[config.mk]
export PLATFORM = sky130hd
export DESIGN_NAME = stmc_ctrl
export DESIGN_NICKNAME = d
export VERILOG_FILES = /design/src/stmc_pkg.sv /design/src/stmc_ctrl.sv
export SDC_FILE = /design/constraint.sdc
export NUM_CORES = 1
export LEC_CHECK = 0
export BUFFER_PORTS_ARGS = -buffer_cell sky130_fd_sc_hd__buf_2
export CAP_MARGIN = 15
export CORE_AREA = 4 4 41 43
export CTS_BUF_LIST = sky130_fd_sc_hd__clkbuf_4
export DETAILED_ROUTE_END_ITERATION = 8
export DIE_AREA = 0 0 45 47
export PLACE_DENSITY = 0.57
export REMOVE_ABC_BUFFERS = 1
export SETUP_SLACK_MARGIN = 0.3
export SKIP_LAST_GASP = 1
export SLEW_MARGIN = 20
export SYNTH_ARGS = -nofsm -noshare
export SYNTH_HDL_FRONTEND = slang
export SYNTH_SLANG_ARGS = --single-unit
export TNS_END_PERCENT = 30
[constraint.sdc]
create_clock -name clk -period 2.6 [get_ports clk]
set_input_delay 0.52 -clock clk [delete_from_list [all_inputs] [get_ports clk]]
set_output_delay 0.52 -clock clk [all_outputs]
set_load 0.1 [all_outputs]
[src/stmc_pkg.sv]
`timescale 1ns / 1ps
`default_nettype none

package stmc_pkg;

  localparam int CMD_W   = 2;
  localparam int VALUE_W = 31;
  localparam int POS_W   = 10;
  localparam int COUNT_W = 16;

  localparam logic [CMD_W-1:0] CMD_LOAD  = 2'd0;
  localparam logic [CMD_W-1:0] CMD_QUERY = 2'd1;
  localparam logic [CMD_W-1:0] CMD_CLEAR = 2'd2;

  // Commands from the controller to the datapath.
  typedef struct packed {
    logic take_load;
    logic take_query;
    logic take_clear;
    logic take_other;
    logic search_first;
    logic search_step;
    logic out_load;
  } stmc_cmd_t;

  // Status from the datapath to the controller.
  typedef struct packed {
    logic search_done;
  } stmc_stat_t;

endpackage

`default_nettype wire

[src/stmc_ctrl.sv]
`timescale 1ns / 1ps
`default_nettype none

module stmc_ctrl (
  input  wire logic                        clk,
  input  wire logic                        rst_n,
  input  wire logic                        in_valid,
  output logic                             in_ready,
  input  wire logic [stmc_pkg::CMD_W-1:0]  in_command,
  output logic                             out_valid,
  input  wire logic                        out_ready,
  output stmc_pkg::stmc_cmd_t              cmd,
  input  wire stmc_pkg::stmc_stat_t        stat
);

  localparam logic [1:0] S_IDLE   = 2'd0;
  localparam logic [1:0] S_FIRST  = 2'd1;
  localparam logic [1:0] S_STEP   = 2'd2;
  localparam logic [1:0] S_FINISH = 2'd3;

  logic [1:0] state_r, state_nxt;
  logic       out_valid_r, out_valid_nxt;
  logic       accept;
  logic       slot_free;

  assign in_ready  = (state_r == S_IDLE);
  assign out_valid = out_valid_r;
  assign accept    = in_valid && in_ready;
  assign slot_free = !out_valid_r || out_ready;

  always_comb begin
    cmd            = '0;
    state_nxt      = state_r;
    cmd.take_load  = accept && (in_command == stmc_pkg::CMD_LOAD);
    cmd.take_query = accept && (in_command == stmc_pkg::CMD_QUERY);
    cmd.take_clear = accept && (in_command == stmc_pkg::CMD_CLEAR);
    cmd.take_other = accept && !cmd.take_load && !cmd.take_query && !cmd.take_clear;
    unique case (state_r)
      S_IDLE: begin
        if (accept) begin
          state_nxt = cmd.take_query ? S_FIRST : S_FINISH;
        end
      end
      S_FIRST: begin
        cmd.search_first = 1'b1;
        state_nxt = stat.search_done ? S_FINISH : S_STEP;
      end
      S_STEP: begin
        cmd.search_step = 1'b1;
        if (stat.search_done) begin
          state_nxt = S_FINISH;
        end
      end
      S_FINISH: begin
        if (slot_free) begin
          cmd.out_load = 1'b1;
          state_nxt    = S_IDLE;
        end
      end
      default: state_nxt = S_IDLE;
    endcase
  end

  always_comb begin
    if (cmd.out_load) begin
      out_valid_nxt = 1'b1;
    end else if (out_ready) begin
      out_valid_nxt = 1'b0;
    end else begin
      out_valid_nxt = out_valid_r;
    end
  end

  always_ff @(posedge clk) begin
    if (!rst_n) begin
      state_r     <= S_IDLE;
      out_valid_r <= 1'b0;
    end else begin
      state_r     <= state_nxt;
      out_valid_r <= out_valid_nxt;
    end
  end

  // A search step only follows the first probe or another step.
  a_step_order: assert property (@(posedge clk) disable iff (!rst_n)
    (state_r == S_STEP) |-> ($past(state_r) == S_FIRST || $past(state_r) == S_STEP))
    else $error("search step entered out of order");

  // The result register is only overwritten once its beat has left.
  a_no_overwrite: assert property (@(posedge clk) disable iff (!rst_n)
    cmd.out_load |-> slot_free)
    else $error("result loaded over a pending beat");

  // Anything but a query goes straight to the result stage.
  a_short_path: assert property (@(posedge clk) disable iff (!rst_n)
    (accept && !cmd.take_query) |=> (state_r == S_FINISH))
    else $error("non-query command did not finish directly");

endmodule

`default_nettype wire

==> results of run 1 <==
## cell usage in the layout (no fill, tap or decap)
cell type / instances
nor2_1: 4
a21o_1: 1
nand3_1: 2
o21ai_0: 1
nand2b_1: 2
a31oi_1: 1
nand2_1: 2
buf_2: 15
inv_1: 4
nor2b_1: 2
and4b_4: 1
nand3b_1: 1
nor3_1: 1
a311oi_2: 1
mux2i_1: 1
ha_1: 5
a21oi_1: 1
dfxtp_1: 3
and3_4: 1
clkbuf_4: 4
## per-layer routing
metal / GRT usage, % / share of wire (%) / vias to the layer above / wire length [um]
li1: - / - / 153 / -
met1: 7.937 / 44 / 124 / 291
met2: 11.58 / 49 / 9 / 324
met3: 3.831 / 7.0 / 2 / 47
met4: 3.509 / 0.60 / 0 / 4
met5: 0 / 0 / - / 0
## worst max-delay path, delay by kind of cell, from the launching register on
family	cells	cell delay [ps]
buf+inv	2	550
flops	1	340
simple gates	1	250
fa+ha+maj	1	240
## registers in the layout, summed over array words and instances, names as in the netlist
register / count
state_r: 2
out_valid: 1
## cells by family after synthesis
logic type,after synthesis
flip-flops,3
buffers and inverters,5
multiplexers,1
AO/OA/AOI/OAI,5
adder cells (fa/ha/maj),5
AND/OR/NAND/NOR,16
## per-stage QoR
| step | utilization, % | hold WS [ps] |
|---|---|---|
| after floorplan | - | 479.7 |
| after global placement | 28.85 | 512.2 |
| after detailed placement | 28.85 | 527.3 |
| after CTS | 31.15 | 532.3 |
| after global routing | 31.15 | 558.2 |
| final | 31.15 | 532.8 |
## cell type report
type,count,area [um2],share of cell area [%]
flip-flops and latches,3,60.06,14.81
inverters,4,15.01,3.704
clock buffers,4,30.03,7.407
repair buffers,15,75.07,18.52
well taps,15,18.77,4.630
multi-input cells,27,206.4,50.93
## worst paths after layout
path | start | endpoint | slack [ps] | cells after the start
worst min-delay path | state_r[1]$_SDFFE_PN0P_ | state_r[1]$_SDFFE_PN0P_ | 530 | 2
worst max-delay path | state_r[0]$_SDFFE_PN0P_ | cmd[5] | 460 | 4
worst max register to register | state_r[0]$_SDFFE_PN0P_ | state_r[1]$_SDFFE_PN0P_ | 1250 | 5
worst min register to register | state_r[1]$_SDFFE_PN0P_ | state_r[1]$_SDFFE_PN0P_ | 530 | 2
==> out/results.ini, run 1 <==
[run]
max_cap_viol_count=0

[cells_and_area]
antennaDiodeCount=0
fill_cells=162
fin_area_um2=405.4
final_layout_size_suffix_gt1_share_pct=41.51
instances_no_fill=68
area_growth_pct=40.26
final_nets=66

[worst_setup_path]
crit_slowest_cell=buf_2
worst-path-max-fanout=5
critPathCaptureType=output port
slowest_delay_ps=420
startpoint_type=flop
worst-setup-path-type=flop to output port
crit_path_cell_trace=inv_1, ha_1, and4b_4, buf_2
arrival_ps=1620
cp.required_ps=2080

[sta]
final-hold-violation-count=0
tightest_slew_ps=490.2
slew_headroom_pct=67.54
worst_slack_ps=462.4
fin_crit_ps=2138
rsz0062_at_grt=no
fin_tns_setup_ps=0
fmax_mhz=467.8
setup_viol=0
slew_viol_final=0
finClkSkew_ps=2.176
fin_crit_sh_pct=82.21

[global_routing]
gr-usage-all-layers_pct=7.261
grt_pass1_wl_mm=1.090
antenna_found_initial=0
overflow=0
grt_max_degree=6
grt_pass1_vias=267

[clocking]
cts_hold_buf=0
cts_htree_levels=1
clock-root-buffer=clkbuf_4
cts_setup_buffers=0
clk_latency_ps=230
cts_tree=built
clk_pin_slew_worst_paths_ps=40
cts_buffer_depth=2
cts-resized-gates=0
cts_made_buffers=3
cts.sinks=3

[routing]
drt_pass1_iterations=4
ant_nets=0
wire_per_inst_um=9.809
viasPerCell=4.235
drt_iter0_drc=6
routed_wl_um=667
vias=288
drc_errors=0

[logic_synthesis]
syn_inst=35
synth_area_leader_cell=ha_1
synthTopCellsByArea=ha_1 (22%), dfxtp_1 (21%), a311oi_2 (5.2%)
synthTopCellsByCount=ha_1 (5), inv_1 (4), nor2_1 (4)
ys.warnings.count=0
syn_area_um2=289.0
synth.area.mux_share_pct=3.463
yosysMostFrequentCell=ha_1
synth_compound_area_share_pct=13.42
synth_top_flop_cell=dfxtp_1
syn_avg_cell_area_um2=8.258
synth.distinct_cells=19
ys_seq_elements=3
synth-xor-area-share_pct=0
synthSimpleGateAreaFrac_pct=32.90
synth_top_family_by_area=simple AND/OR/NAND/NOR gates
async_reset_ff_share_pct=0
synth_top_area_share_pct=21.65
yosys.area_share.adder_pct=21.65
yosysSeqAreaShare_pct=20.78
synth-edff-count=0

[die]
rows=13
core_area_um2=1301
die_h_um=47
start_util_pct=22.21
io_pins=16
dieArea_um2=2115
die_w_um=45

[placement]
placed_cell_area_um2=375.4
io_buffers=15
dp_cells=64
place.gp.congestion=0.6763
place_ws_ps=714.4

[hold_path]
min_path_type=flop to flop

[outcome]
run_status=finished, final reports clean

Power of run 1 is not shown: default switching activity piles up to over one toggle a cycle in this logic, so the estimate is an artifact.
==> inputs of run 2 (changes only) <==
- ABC_AREA: default -> 1
- clock period: 2.6 -> 2 ns (I/O delays scaled with it)
==> run 2 against run 1 <==
Net effect: synthesized cell count increased by 26%; area after synthesis is 1.3% higher; final area rose by 31%; final cell count rose by 15%; critical path depth up 2; setup slack worse by 160 ps; wire length is 11% higher; critical endpoint is now cmd[3].
==> out/results.ini, run 2 <==
[sta]
fmax_mhz=589.2
rsz0062_at_grt=yes  ; was no
finClkSkew_ps=3.138  ; was 2.176 ps
slew_viol_final=0  ; unchanged
setup_viol=0  ; unchanged
fin_crit_sh_pct=84.87
worst_slack_ps=302.7  ; was 462.4 ps
tightest_slew_ps=486.8  ; was 490.2 ps
final-hold-violation-count=0  ; unchanged
fin_crit_ps=1697
slew_headroom_pct=67.77  ; was 67.54%

[cells_and_area]
final_nets=76  ; was 66
layout_common_cells=buf_2 (10), nand2_1 (9), inv_1 (5), nor2_1 (5)  ; was buf_2 (15), ha_1 (5), inv_1 (4), nor2_1 (4), clkbuf_4 (4)
final_common_cell=buf_2  ; unchanged
largest_register=state_r  ; unchanged
antennaDiodeCount=0  ; unchanged
fill_cells=144  ; was 162
final_layout_size_suffix_gt1_share_pct=52.38  ; was 41.51%
largest_reg_flops=2  ; unchanged
area_growth_pct=81.20  ; was 40.26%
instances_no_fill=78  ; was 68

[logic_synthesis]
async_reset_ff_share_pct=0  ; unchanged
ys_seq_elements=3  ; unchanged
ys.warnings.count=0  ; unchanged
synth-edff-count=0  ; unchanged
synth.distinct_cells=14  ; was 19
synthTopCellsByArea=ha_1 (21%), dfxtp_1 (21%), nand2_1 (12%)  ; was ha_1 (22%), dfxtp_1 (21%), a311oi_2 (5.2%)
synth_area_leader_cell=ha_1  ; unchanged
yosysSeqAreaShare_pct=20.51  ; was 20.78%
syn_avg_cell_area_um2=6.654  ; was 8.258 um2
synth_top_flop_cell=dfxtp_1  ; unchanged
synth_top_area_share_pct=21.37  ; was 21.65%
syn_inst=44  ; was 35
yosysMostFrequentCell=nand2_1  ; was ha_1
syn_area_um2=292.8  ; was 289.0 um2
synthTopCellsByCount=nand2_1 (9), inv_1 (7), nor2_1 (7)  ; was ha_1 (5), inv_1 (4), nor2_1 (4)

[worst_setup_path]
reg2reg_slack_ps=830  ; was 1250 ps
crit_slowest_cell=dfxtp_2  ; was buf_2
startpoint_type=flop  ; unchanged
critPathCaptureType=output port  ; unchanged
arrival_ps=1300  ; was 1620 ps
slowest_delay_ps=370  ; was 420 ps
worst-path-max-fanout=5  ; unchanged
worst-setup-path-type=flop to output port  ; unchanged
crit_path_cell_trace=inv_4, ha_4, nand3_4, nor2_4, nor2_2, buf_12  ; was inv_1, ha_1, and4b_4, buf_2
cp.required_ps=1600  ; was 2080 ps

[routing]
drt_pass1_iterations=2  ; was 4
wire_per_inst_um=9.526  ; was 9.809 um
drt_iter0_drc=4  ; was 6
routed_wl_um=743  ; was 667 um
viasPerCell=4.192  ; was 4.235
ant_nets=0  ; unchanged
vias=327  ; was 288
drc_errors=0  ; unchanged

[placement]
io_buffers=15  ; unchanged
place_ws_ps=249.2  ; was 714.4 ps
dp_cells=73  ; was 64
dp_hpwl_um=537.6
place.gp.congestion=0.7962  ; was 0.6763

[global_routing]
overflow=0  ; unchanged
grt_max_degree=6  ; unchanged
grt_pass1_wl_mm=1.076  ; was 1.090 mm
antenna_found_initial=0  ; unchanged
gr-usage-all-layers_pct=7.419  ; was 7.261%
grt_pass1_vias=282  ; was 267

[die]
dieArea_um2=2115  ; unchanged
rows=13  ; unchanged
core_area_um2=1301  ; unchanged
start_util_pct=22.50  ; was 22.21%
io_pins=16  ; unchanged
die_w_um=45  ; unchanged
die_h_um=47  ; unchanged

[clocking]
clock-root-buffer=clkbuf_4  ; unchanged
cts_buffer_depth=2  ; unchanged
clk_latency_ps=230  ; about the same
cts_made_buffers=3  ; unchanged
clk_pin_slew_worst_paths_ps=30  ; was 40 ps
cts_tree=built  ; unchanged
cts_htree_levels=1  ; unchanged
cts.sinks=3  ; unchanged

[run]
max_cap_viol_count=0  ; unchanged

[hold_path]
min_path_type=primary input to flop  ; was flop to flop

[outcome]
run_status=finished, final reports clean  ; unchanged

==> run 2: critical path: cells and delay by family (launching register included) <==
family / cells / cell delay (ps)
fa+ha+maj: 1 / 180
buf+inv: 2 / 250
flops: 1 / 370
simple gates: 3 / 270
==> run 2: logic make-up after synthesis <==
| logic type | share of synthesized area (%) |
|---|---|
| buffers and inverters | 11.54 |
| adder cells (fa/ha/maj) | 21.37 |
| flip-flops | 20.51 |
| AND/OR/NAND/NOR | 42.31 |
| AO/OA/AOI/OAI | 4.273 |
==> run 2: path summary, 6_finish.rpt <==
kind,from,end,cells past startpoint
setup / recovery,state_r[0]$_SDFFE_PN0P_,cmd[3],6
hold / removal,rst_n,state_r[0]$_SDFFE_PN0P_,3
setup reg to reg,state_r[0]$_SDFFE_PN0P_,state_r[0]$_SDFFE_PN0P_,7
hold reg to reg,out_valid$_SDFFE_PN0P_,out_valid$_SDFFE_PN0P_,2
==> run 2: layout make-up <==
type / count / area, um2 / share of cell area [%]
timing repair buffer: 16 / 148.9 / 28.07
multi-input combinational: 33 / 239.0 / 45.05
clock buffer: 4 / 30.03 / 5.660
tap: 15 / 18.77 / 3.538
inverter: 7 / 31.28 / 5.896
sequential: 3 / 62.56 / 11.79
==> run 2: what timing repair did <==
item	CTS	global route
pin swaps	0	2
cloned	0	0
endpoints found under the setup margin	8	8
setup buffers	0	1
hold buffers	0	0
gates resized for setup	13	3
==> run 2: through the flow <==
stage                     TNS [ps]  cell area [um2]  util (%)  hold slack, ps
after CTS                        0            509.2     39.13           401.7
final                            0            530.5     40.77           407.7
after global placement           0            439.2     33.75           501.9
after detailed placement         0            439.2     33.75           503.8
after global routing             0            530.5     40.77           405.1
after floorplan              -7496            285.3         -           520.4
==> run 2: layer usage <==
| metal | vias to the layer above | track usage, % | routed length [um] |
|---|---|---|---|
| li1 | 175 | - | - |
| met1 | 135 | 7.710 | 289 |
| met2 | 15 | 11.02 | 356 |
| met3 | 2 | 3.448 | 82 |
| met4 | 0 | 7.018 | 14 |
| met5 | - | 0 | 0 |
Power of run 2 is left out for the same reason.
